[src/rtl/core/gfp_pkg.sv]
package gfp_pkg;

	// field and datapath widths
	localparam int COORD_W = 12;
	localparam int SIDE_W  = 13;
	localparam int NUM_W   = 13;
	localparam int DEN_W   = 14;
	localparam int CH_W    = 8;
	localparam int PROD_W  = 21;
	localparam int QUO_W   = 8;
	localparam int NUM_CH  = 3;
	localparam int ADDR_W  = 5;
	localparam int DATA_W  = 32;

	localparam logic [CH_W-1:0] ALPHA_OPAQUE = 8'hFF;

	typedef enum logic [1:0] {
		MODE_VERT  = 2'd0,
		MODE_HORIZ = 2'd1,
		MODE_DIAG  = 2'd2,
		MODE_FLAT  = 2'd3
	} mode_t;

	typedef enum logic [2:0] {
		REG_START  = 3'd0,
		REG_END    = 3'd1,
		REG_MODE   = 3'd2,
		REG_WIDTH  = 3'd3,
		REG_HEIGHT = 3'd4
	} reg_idx_t;

	typedef struct packed {
		logic [31:0]       start_color;
		logic [31:0]       end_color;
		mode_t             gradient_mode;
		logic [SIDE_W-1:0] fill_width;
		logic [SIDE_W-1:0] fill_height;
	} cfg_t;

	typedef struct packed {
		logic [COORD_W-1:0] col_offset;
		logic [COORD_W-1:0] row_offset;
	} pixel_in_t;

	typedef struct packed {
		logic [31:0] pixel_value;
	} pixel_out_t;

	// per-channel operands after setup
	typedef struct packed {
		logic [CH_W-1:0] start;
		logic [CH_W-1:0] mag;
		logic            neg;
	} setup_lane_t;

	typedef struct packed {
		logic [NUM_W-1:0]          num;
		logic [DEN_W-1:0]          den;
		setup_lane_t [NUM_CH-1:0]  lane;
	} setup_item_t;

	// per-channel division state
	typedef struct packed {
		logic [CH_W-1:0]   start;
		logic              neg;
		logic              sat;
		logic [PROD_W-1:0] rem;
		logic [QUO_W-1:0]  quo;
	} div_lane_t;

	typedef struct packed {
		logic [DEN_W-1:0]        den;
		div_lane_t [NUM_CH-1:0]  lane;
	} div_item_t;

endpackage

[src/rtl/core/gfp_stream_if.sv]
interface gfp_stream_if #(
	parameter type data_t = logic
);
	logic  valid;
	logic  ready;
	data_t data;

	modport source (output valid, output data, input ready);
	modport sink (input valid, input data, output ready);
endinterface

[src/rtl/core/gfp_regs.sv]
module gfp_regs (
	input  logic                          clk,
	input  logic                          arst_n,
	input  logic                          psel,
	input  logic                          penable,
	input  logic                          pwrite,
	input  logic [gfp_pkg::ADDR_W-1:0]    paddr,
	input  logic [gfp_pkg::DATA_W-1:0]    pwdata,
	output logic [gfp_pkg::DATA_W-1:0]    prdata,
	output logic                          pready,
	output gfp_pkg::cfg_t                 cfg
);
	gfp_pkg::cfg_t cfg_q;
	logic          wr_en;
	logic [2:0]    reg_idx;

	assign wr_en   = psel && penable && pwrite;
	assign reg_idx = paddr[4:2];
	assign pready  = 1'b1;
	assign cfg     = cfg_q;

	// register writes, access phase
	always_ff @(posedge clk or negedge arst_n) begin
		if (!arst_n) begin
			cfg_q.start_color   <= '0;
			cfg_q.end_color     <= '0;
			cfg_q.gradient_mode <= gfp_pkg::MODE_FLAT;
			cfg_q.fill_width    <= gfp_pkg::SIDE_W'(1);
			cfg_q.fill_height   <= gfp_pkg::SIDE_W'(1);
		end else if (wr_en) begin
			case (reg_idx)
				gfp_pkg::REG_START:  cfg_q.start_color   <= pwdata;
				gfp_pkg::REG_END:    cfg_q.end_color     <= pwdata;
				gfp_pkg::REG_MODE:   cfg_q.gradient_mode <= gfp_pkg::mode_t'(pwdata[1:0]);
				gfp_pkg::REG_WIDTH:  cfg_q.fill_width    <= pwdata[gfp_pkg::SIDE_W-1:0];
				gfp_pkg::REG_HEIGHT: cfg_q.fill_height   <= pwdata[gfp_pkg::SIDE_W-1:0];
				default: ;
			endcase
		end
	end

	// read mux
	always_comb begin
		case (reg_idx)
			gfp_pkg::REG_START:  prdata = cfg_q.start_color;
			gfp_pkg::REG_END:    prdata = cfg_q.end_color;
			gfp_pkg::REG_MODE:   prdata = {30'd0, cfg_q.gradient_mode};
			gfp_pkg::REG_WIDTH:  prdata = {19'd0, cfg_q.fill_width};
			gfp_pkg::REG_HEIGHT: prdata = {19'd0, cfg_q.fill_height};
			default:             prdata = '0;
		endcase
	end
endmodule

[src/rtl/core/gfp_front.sv]
module gfp_front #(
	parameter int MAX_SIDE = 4096
) (
	input  logic          clk,
	input  logic          arst_n,
	input  gfp_pkg::cfg_t cfg,
	gfp_stream_if.sink    up,
	gfp_stream_if.source  dn
);
	localparam logic [31:0] SIDE_CAP = 32'(MAX_SIDE);

	logic [gfp_pkg::SIDE_W-1:0] w_lim;
	logic [gfp_pkg::SIDE_W-1:0] h_lim;
	logic [gfp_pkg::NUM_W-1:0]  num_sel;
	logic [gfp_pkg::DEN_W-1:0]  den_sel;
	gfp_pkg::setup_item_t       setup_nxt;
	gfp_pkg::div_item_t         prod_nxt;
	gfp_pkg::div_item_t         sat_nxt;

	logic                 valid_s1, valid_s2, valid_s3;
	logic                 rdy_s1, rdy_s2, rdy_s3;
	gfp_pkg::setup_item_t item_s1;
	gfp_pkg::div_item_t   item_s2;
	gfp_pkg::div_item_t   item_s3;

	// ready chain, an empty stage always takes a beat
	assign rdy_s3   = !valid_s3 || dn.ready;
	assign rdy_s2   = !valid_s2 || rdy_s3;
	assign rdy_s1   = !valid_s1 || rdy_s2;
	assign up.ready = rdy_s1;
	assign dn.valid = valid_s3;
	assign dn.data  = item_s3;

	// side clamp
	assign w_lim = ({19'd0, cfg.fill_width} > SIDE_CAP) ?
		gfp_pkg::SIDE_W'(MAX_SIDE) : cfg.fill_width;
	assign h_lim = ({19'd0, cfg.fill_height} > SIDE_CAP) ?
		gfp_pkg::SIDE_W'(MAX_SIDE) : cfg.fill_height;

	// factor and span by mode, zero span gives the start colour
	always_comb begin
		case (cfg.gradient_mode)
			gfp_pkg::MODE_VERT: begin
				num_sel = gfp_pkg::NUM_W'(up.data.row_offset);
				den_sel = gfp_pkg::DEN_W'(h_lim);
			end
			gfp_pkg::MODE_HORIZ: begin
				num_sel = gfp_pkg::NUM_W'(up.data.col_offset);
				den_sel = gfp_pkg::DEN_W'(w_lim);
			end
			gfp_pkg::MODE_DIAG: begin
				num_sel = gfp_pkg::NUM_W'(up.data.col_offset) +
					gfp_pkg::NUM_W'(up.data.row_offset);
				den_sel = gfp_pkg::DEN_W'(w_lim) + gfp_pkg::DEN_W'(h_lim);
			end
			default: begin
				num_sel = '0;
				den_sel = gfp_pkg::DEN_W'(1);
			end
		endcase
		setup_nxt.num = (den_sel == '0) ? '0 : num_sel;
		setup_nxt.den = (den_sel == '0) ? gfp_pkg::DEN_W'(1) : den_sel;
		for (int ch = 0; ch < gfp_pkg::NUM_CH; ch++) begin
			setup_nxt.lane[ch].start = cfg.start_color[ch*8 +: 8];
			setup_nxt.lane[ch].neg   = cfg.end_color[ch*8 +: 8] < cfg.start_color[ch*8 +: 8];
			setup_nxt.lane[ch].mag   = setup_nxt.lane[ch].neg ?
				cfg.start_color[ch*8 +: 8] - cfg.end_color[ch*8 +: 8] :
				cfg.end_color[ch*8 +: 8] - cfg.start_color[ch*8 +: 8];
		end
	end

	// factor times colour delta magnitude
	always_comb begin
		prod_nxt.den = item_s1.den;
		for (int ch = 0; ch < gfp_pkg::NUM_CH; ch++) begin
			prod_nxt.lane[ch].start = item_s1.lane[ch].start;
			prod_nxt.lane[ch].neg   = item_s1.lane[ch].neg;
			prod_nxt.lane[ch].sat   = 1'b0;
			prod_nxt.lane[ch].quo   = '0;
			prod_nxt.lane[ch].rem   = gfp_pkg::PROD_W'(item_s1.num) *
				gfp_pkg::PROD_W'(item_s1.lane[ch].mag);
		end
	end

	// quotient of 256 or more saturates the channel either way
	always_comb begin
		sat_nxt = item_s2;
		for (int ch = 0; ch < gfp_pkg::NUM_CH; ch++) begin
			sat_nxt.lane[ch].sat = {1'b0, item_s2.lane[ch].rem} >= {item_s2.den, 8'd0};
		end
	end

	// stage valid bits
	always_ff @(posedge clk or negedge arst_n) begin
		if (!arst_n) begin
			valid_s1 <= 1'b0;
			valid_s2 <= 1'b0;
			valid_s3 <= 1'b0;
		end else begin
			if (rdy_s1) valid_s1 <= up.valid;
			if (rdy_s2) valid_s2 <= valid_s1;
			if (rdy_s3) valid_s3 <= valid_s2;
		end
	end

	// stage payload
	always_ff @(posedge clk) begin
		if (rdy_s1) item_s1 <= setup_nxt;
		if (rdy_s2) item_s2 <= prod_nxt;
		if (rdy_s3) item_s3 <= sat_nxt;
	end
endmodule

[src/rtl/core/gfp_divider.sv]
module gfp_divider (
	input  logic         clk,
	input  logic         arst_n,
	gfp_stream_if.sink   up,
	gfp_stream_if.source dn
);
	localparam int STEPS = gfp_pkg::QUO_W;

	logic [STEPS-1:0]   valid_s;
	logic [STEPS:0]     rdy;
	gfp_pkg::div_item_t item_s   [STEPS];
	gfp_pkg::div_item_t prev     [STEPS];
	gfp_pkg::div_item_t step_nxt [STEPS];
	logic [STEPS-1:0]   prev_valid;

	assign rdy[STEPS] = dn.ready;
	assign up.ready   = rdy[0];
	assign dn.valid   = valid_s[STEPS-1];
	assign dn.data    = item_s[STEPS-1];

	// one restoring step per stage, quotient msb first
	for (genvar i = 0; i < STEPS; i++) begin : g_step
		localparam int BIT = STEPS - 1 - i;

		if (i == 0) begin : g_head
			assign prev[i]       = up.data;
			assign prev_valid[i] = up.valid;
		end else begin : g_body
			assign prev[i]       = item_s[i-1];
			assign prev_valid[i] = valid_s[i-1];
		end

		assign rdy[i] = !valid_s[i] || rdy[i+1];

		always_comb begin
			logic [gfp_pkg::PROD_W:0] dshift;
			logic [gfp_pkg::PROD_W:0] diff;
			step_nxt[i] = prev[i];
			dshift = (gfp_pkg::PROD_W+1)'(prev[i].den) << BIT;
			for (int ch = 0; ch < gfp_pkg::NUM_CH; ch++) begin
				diff = {1'b0, prev[i].lane[ch].rem} - dshift;
				if (!diff[gfp_pkg::PROD_W]) begin
					step_nxt[i].lane[ch].rem      = diff[gfp_pkg::PROD_W-1:0];
					step_nxt[i].lane[ch].quo[BIT] = 1'b1;
				end
			end
		end

		always_ff @(posedge clk or negedge arst_n) begin
			if (!arst_n) begin
				valid_s[i] <= 1'b0;
			end else if (rdy[i]) begin
				valid_s[i] <= prev_valid[i];
			end
		end

		always_ff @(posedge clk) begin
			if (rdy[i]) item_s[i] <= step_nxt[i];
		end
	end
endmodule

[src/rtl/core/gfp_back.sv]
module gfp_back (
	input  logic         clk,
	input  logic         arst_n,
	gfp_stream_if.sink   up,
	gfp_stream_if.source dn
);
	logic                valid_s12;
	gfp_pkg::pixel_out_t pixel_s12;
	gfp_pkg::pixel_out_t pixel_nxt;
	logic                rdy_s12;

	assign rdy_s12  = !valid_s12 || dn.ready;
	assign up.ready = rdy_s12;
	assign dn.valid = valid_s12;
	assign dn.data  = pixel_s12;

	// signed offset onto start value, then clamp to 0..255
	always_comb begin
		logic [8:0]        q;
		logic signed [9:0] v;
		pixel_nxt.pixel_value[31:24] = gfp_pkg::ALPHA_OPAQUE;
		for (int ch = 0; ch < gfp_pkg::NUM_CH; ch++) begin
			q = up.data.lane[ch].sat ? 9'd256 : {1'b0, up.data.lane[ch].quo};
			v = up.data.lane[ch].neg ?
				$signed({2'b00, up.data.lane[ch].start}) - $signed({1'b0, q}) :
				$signed({2'b00, up.data.lane[ch].start}) + $signed({1'b0, q});
			if (v[9])
				pixel_nxt.pixel_value[ch*8 +: 8] = 8'd0;
			else if (v[8])
				pixel_nxt.pixel_value[ch*8 +: 8] = 8'hFF;
			else
				pixel_nxt.pixel_value[ch*8 +: 8] = v[7:0];
		end
	end

	// output register
	always_ff @(posedge clk or negedge arst_n) begin
		if (!arst_n) begin
			valid_s12 <= 1'b0;
		end else if (rdy_s12) begin
			valid_s12 <= up.valid;
		end
	end

	always_ff @(posedge clk) begin
		if (rdy_s12) pixel_s12 <= pixel_nxt;
	end
endmodule

[src/rtl/core/gradient_fill_pixel.sv]
// Linear colour gradient fill, one ARGB8888 pixel per beat.
// pix_in carries a pixel's column and row offset inside the clipped fill
// rectangle; pix_out returns its colour with alpha forced to 0xFF.
// Colours, mode and rectangle size are to be set over the APB port (start colour,
// end colour, mode, width, height at byte addresses 0, 4, 8, 12, 16) only while
// no pixel is in flight, which the block does not enforce; pready is always high.
// Each input beat passes setup, multiply,
// saturation check, eight restoring divide stages (one quotient bit each)
// and the output register. Throughput is one pixel per clock while pix_out.ready
// stays high; every stage holds at most one beat and the divider chain sets the depth.
// Reset clears all stage valid bits and loads start and end colour 0,
// flat mode and a 1x1 rectangle.
// When the receiver stalls the result holds in the output register while
// earlier stages keep filling their empty slots; pix_in.ready falls only
// once every stage holds a beat, and nothing is dropped or repeated.
module gradient_fill_pixel #(
	parameter int MAX_SIDE = 4096
) (
	input  logic                       clk,
	input  logic                       arst_n,
	input  logic                       psel,
	input  logic                       penable,
	input  logic                       pwrite,
	input  logic [gfp_pkg::ADDR_W-1:0] paddr,
	input  logic [gfp_pkg::DATA_W-1:0] pwdata,
	output logic [gfp_pkg::DATA_W-1:0] prdata,
	output logic                       pready,
	gfp_stream_if.sink                 pix_in,
	gfp_stream_if.source               pix_out
);
	gfp_pkg::cfg_t cfg;

	gfp_stream_if #(.data_t(gfp_pkg::div_item_t)) front_to_div ();
	gfp_stream_if #(.data_t(gfp_pkg::div_item_t)) div_to_back ();

	// configuration registers
	gfp_regs u_regs (
		.clk     (clk),
		.arst_n  (arst_n),
		.psel    (psel),
		.penable (penable),
		.pwrite  (pwrite),
		.paddr   (paddr),
		.pwdata  (pwdata),
		.prdata  (prdata),
		.pready  (pready),
		.cfg     (cfg)
	);

	// operand setup, product, saturation check
	gfp_front #(.MAX_SIDE(MAX_SIDE)) u_front (
		.clk    (clk),
		.arst_n (arst_n),
		.cfg    (cfg),
		.up     (pix_in),
		.dn     (front_to_div)
	);

	// pipelined quotient
	gfp_divider u_divider (
		.clk    (clk),
		.arst_n (arst_n),
		.up     (front_to_div),
		.dn     (div_to_back)
	);

	// channel assembly and output register
	gfp_back u_back (
		.clk    (clk),
		.arst_n (arst_n),
		.up     (div_to_back),
		.dn     (pix_out)
	);
endmodule

[src/flat_wrapper.sv]
// flat-port wrapper written by rule: the top's interface ports become plain ports
module gradient_fill_pixel_flat 
#(
	parameter int MAX_SIDE = 4096
)
  (clk, arst_n, psel, penable, pwrite, paddr, pwdata, prdata, pready, pix_in_valid, pix_in_data, pix_in_ready, pix_out_valid, pix_out_data, pix_out_ready);
  gfp_stream_if #(.data_t(gfp_pkg::pixel_in_t)) pix_in_i ();
  gfp_stream_if #(.data_t(gfp_pkg::pixel_out_t)) pix_out_i ();
  input  logic clk;
  input  logic arst_n;
  input  logic psel;
  input  logic penable;
  input  logic pwrite;
  input  logic [gfp_pkg::ADDR_W-1:0] paddr;
  input  logic [gfp_pkg::DATA_W-1:0] pwdata;
  output logic [gfp_pkg::DATA_W-1:0] prdata;
  output logic pready;
  input wire logic [$bits(pix_in_i.valid)-1:0] pix_in_valid;
  input wire logic [$bits(pix_in_i.data)-1:0] pix_in_data;
  output wire logic [$bits(pix_in_i.ready)-1:0] pix_in_ready;
  output wire logic [$bits(pix_out_i.valid)-1:0] pix_out_valid;
  output wire logic [$bits(pix_out_i.data)-1:0] pix_out_data;
  input wire logic [$bits(pix_out_i.ready)-1:0] pix_out_ready;
  assign pix_in_i.valid = pix_in_valid;
  assign pix_in_i.data = pix_in_data;
  assign pix_in_ready = pix_in_i.ready;
  assign pix_out_valid = pix_out_i.valid;
  assign pix_out_data = pix_out_i.data;
  assign pix_out_i.ready = pix_out_ready;
  gradient_fill_pixel #(.MAX_SIDE(MAX_SIDE)) u_core (.clk(clk), .arst_n(arst_n), .psel(psel), .penable(penable), .pwrite(pwrite), .paddr(paddr), .pwdata(pwdata), .prdata(prdata), .pready(pready), .pix_in(pix_in_i), .pix_out(pix_out_i));
endmodule
[config.mk]
export PLATFORM = sky130hd
export DESIGN_NAME = gradient_fill_pixel_flat
export DESIGN_NICKNAME = d
export VERILOG_FILES = /design/src/rtl/core/gfp_pkg.sv /design/src/rtl/core/gfp_stream_if.sv /design/src/rtl/core/gfp_regs.sv /design/src/rtl/core/gfp_front.sv /design/src/rtl/core/gfp_divider.sv /design/src/rtl/core/gfp_back.sv /design/src/rtl/core/gradient_fill_pixel.sv /design/src/flat_wrapper.sv
export SDC_FILE = /design/constraint.sdc
export NUM_CORES = 2
export LEC_CHECK = 0
export ABC_AREA = 1
export BUFFER_PORTS_ARGS = -buffer_cell sky130_fd_sc_hd__buf_2
export CAP_MARGIN = 5
export CORE_ASPECT_RATIO = 0.8
export CORE_MARGIN = 2
export CORE_UTILIZATION = 55
export CTS_BUF_LIST = sky130_fd_sc_hd__clkbuf_8
export DETAILED_ROUTE_END_ITERATION = 7
export PLACE_DENSITY = 0.77
export SLEW_MARGIN = 15
export SYNTH_ARGS = -nofsm -noshare
export SYNTH_HDL_FRONTEND = slang
export SYNTH_SLANG_ARGS = --single-unit
[constraint.sdc]
create_clock -name clk -period 30.7 [get_ports clk]
set_input_delay 3.07 -clock clk [delete_from_list [all_inputs] [get_ports clk]]
set_output_delay 3.07 -clock clk [all_outputs]
set_load 0.05 [all_outputs]
==> flow_summary.ini <==
[routing]
num_vias = 50400
via_per_inst = 5.50
drc = 0
wl_per_cell_um = 18.5
drt_iter0_drc = 4863
ant_nets = 0
first_pass_iters = 6
wl_mm = 169

[floorplanning]
initial_core_util_pct = 55.4
num_rows = 120
die_w_um = 414
die_area_um2 = 138000
ioPinCount = 135
core_um2 = 134000
fp.dieH_um = 332

[finish]
stdcell_area_um2 = 80800
mostFrequentLayoutCell = nand2_1
fin_nets = 8118
layout-drive-gt1-share_pct = 7.48
areaGrowthSynthToFinish_pct = 9.04
mostFrequentLayoutCells = 1203 x nand2_1, 1200 x edfxtp_1, 1105 x inv_1

[timing]
finalCritPeriodShare_pct = 39.2
tns_ns = 0
skew_ns = 0.0494
fin_crit_ns = 12.05
hold_viol_final = 0
worst_slew_margin_rel_pct = 21.7
max_freq_ghz = 0.0830
rsz0062_at_grt = false
setup_viol_count_final = 0
tightest_slew_ns = 1.17
slew_viol_final = 0

[cts]
numCtsBuffers = 200
postCtsSetupBuffers = 0
cts_buffer_depth = 3
insertion_delay_ns = 0.96
cts.repair.resized = 0
clkSlewWorstSetupHoldPaths_ns = 0.09
cts_root_buffer = clkbuf_8
clock_sinks = 1304
cts_tree = yes
h-tree-depth = 4
cts_hold_buf = 0

[synth]
avgSynthCellArea_um2 = 10.6
ys_ff_latch = 1304
synthCells = 7003
seq_area_frac_synth_pct = 52.2
synth_top_area_share_pct = 48.6
yosys-mux-area-fraction_pct = 0.137
yosys.area_share.xor_xnor_pct = 4.54
synthSimpleGateAreaFrac_pct = 10.8
synthAdderAreaFrac_pct = 16.2
synthArstFlopShare_pct = 7.98
syn_area_um2 = 74100
yosys.area.top_type = edfxtp_1
synth_compound_area_share_pct = 9.81
synth_edf_count = 1200
synth_top_family_by_area = adder cells
yosysUniqueCellTypes = 70
synthTopCellsByArea = edfxtp_1 49%, ha_1 10%, fa_1 6.2%
ys.flop_type = edfxtp_1
ys.warnings.count = 0

[grt]
antenna_found_initial = 8
use_met2_pct = 37.6
met1_usage_pct = 35.7
use_met3_pct = 5.15
first_global_vias = 49500
grt_pass1_wl_mm = 267
grt_overflow = 0
grt_max_degree = 78
groute.usage.overall_pct = 24.6
grt-busiest-layer = met2

[worst_hold_path]
min_from = u_core.u_divider.item_s[0][169]
whs_endpoint = u_core.u_divider.item_s[0][300]
hold_path_class = flop to flop
holdPathStages = 0

[critical_path]
cp.arrival_ns = 8.98
path_class = input pin to output port
ff2ff_path_depth = 23
cp-end-kind = output port
rr_startpoint = u_core.u_back.dn.valid
crit_path_start_kind = input pin
cp_max_fo = 56
required_ns = 27.63
r2r_setup_slack_ns = 23.36
worst_r2r_endpoint = u_core.u_front.item_s2[130]

[placed_design]
io_buffers = 123
place_area_um2 = 76600
hpwl_mm = 130
finalWeightedCongestion = 0.946

[status]
run_status = finished, final reports clean

[flow_run]
maxCapViolCount = 0
## cells in the mapped netlist (all sizes together) (20+ instances only)
master and instances:
inv 1074, xnor2 197, fa 230, dfrtp 100, edfxtp 1200, o211ai 22
o21bai 30, o21a 20, nor3 51, xor2 187, nand2 1220, nor2 419
or2 20, a21boi 24, a211oi 22, clkbuf 94, ha 591, a21oi 609
a31oi 28, o22ai 33, nand3 167, o21ai 444, buf 53, nand4 38
## how the worst max path moves through the flow
| stage | start | endpoint | slack, ns |
|---|---|---|---|
| after global placement | pix_out_ready | pix_in_ready | 18.76 |
| final | pix_out_ready | pix_in_ready | 18.65 |
| after detailed placement | pix_out_ready | pix_in_ready | 18.53 |
| after global routing | pix_out_ready | pix_in_ready | 17.84 |
| after floorplan | pix_out_ready | pix_in_ready | 5.95 |
| after CTS | pix_out_ready | pix_in_ready | 18.47 |
## critical path, stage by stage
cell and delay, ns:
buf_2 0.11, nor2_1 0.06, inv_2 0.39, nor2_1 0.11
inv_2 0.07, buf_4 0.54, nor2_1 0.16, inv_4 0.52
nor2_1 0.16, inv_4 0.47, nor2_1 0.15, inv_4 0.45
nor2_1 0.17, inv_4 0.46, nor2_1 0.15, inv_4 0.21
nor2_2 0.07, inv_4 0.43, nor2_4 0.11, nand2_4 0.41
nor2_2 0.14, nand2_4 0.14, buf_2 0.39
## layout make-up
cell class	instances	area, µm²
fillers	10500	53000
flip-flops and latches	1304	38600
multi-input cells	4484	30800
inverters	1076	4060
clock buffers	212	2920
well taps	1769	2210
clock inverters	155	1200
repair buffers	163	951
diodes	2	5.00
## layer usage
layer | vias up | wire length [µm] | part of all wire, %
met1 | 24200 | 76400 | 45
met4 | 4 | 3820 | 2.3
met2 | 1743 | 75200 | 44
li1 | 24200 | - | -
met3 | 268 | 13900 | 8.2
met5 | - | 18 | 0.011
## metrics by stage
| stage | cells | util [%] | hold slack, ns | setup slack (ns) |
|---|---|---|---|---|
| final | 9165 | 60.4 | 0.402 | 18.65 |
| after global placement | 8794 | 57.3 | 0.401 | 18.76 |
| after global routing | 9165 | 60.4 | 0.398 | 17.84 |
| after CTS | 9161 | 60.4 | 0.388 | 18.47 |
| after detailed placement | 8794 | 57.3 | 0.405 | 18.53 |
| after floorplan | 7011 | - | 0.400 | 5.95 |
## registers in the layout, indices dropped and copies added, names as in the netlist
register and flops:
u_core.u_divider.item_s 887, u_core.u_front.dn.data 107, u_core.u_front.item_s2 104, u_core.u_regs.cfg 92
u_core.u_front.item_s1 78, u_core.u_back.dn.data 24, u_core.u_divider.prev_valid 7, u_core.u_back.dn.valid 1
u_core.u_divider.dn.valid 1, u_core.u_front.dn.valid 1, u_core.u_front.valid_s1 1, u_core.u_front.valid_s2 1
## logic make-up after synthesis
logic type,after synthesis
and+or+nand+nor,1946
DFF,1304
xor gates and xnor gates,384
muxes,10
buffers and inverters,1223
AOI/OAI and AO/OA,1314
other,1
adders and majority gates,821
Power is not shown: default switching activity piles up to over one toggle a cycle in this logic, so the estimate is an artifact.
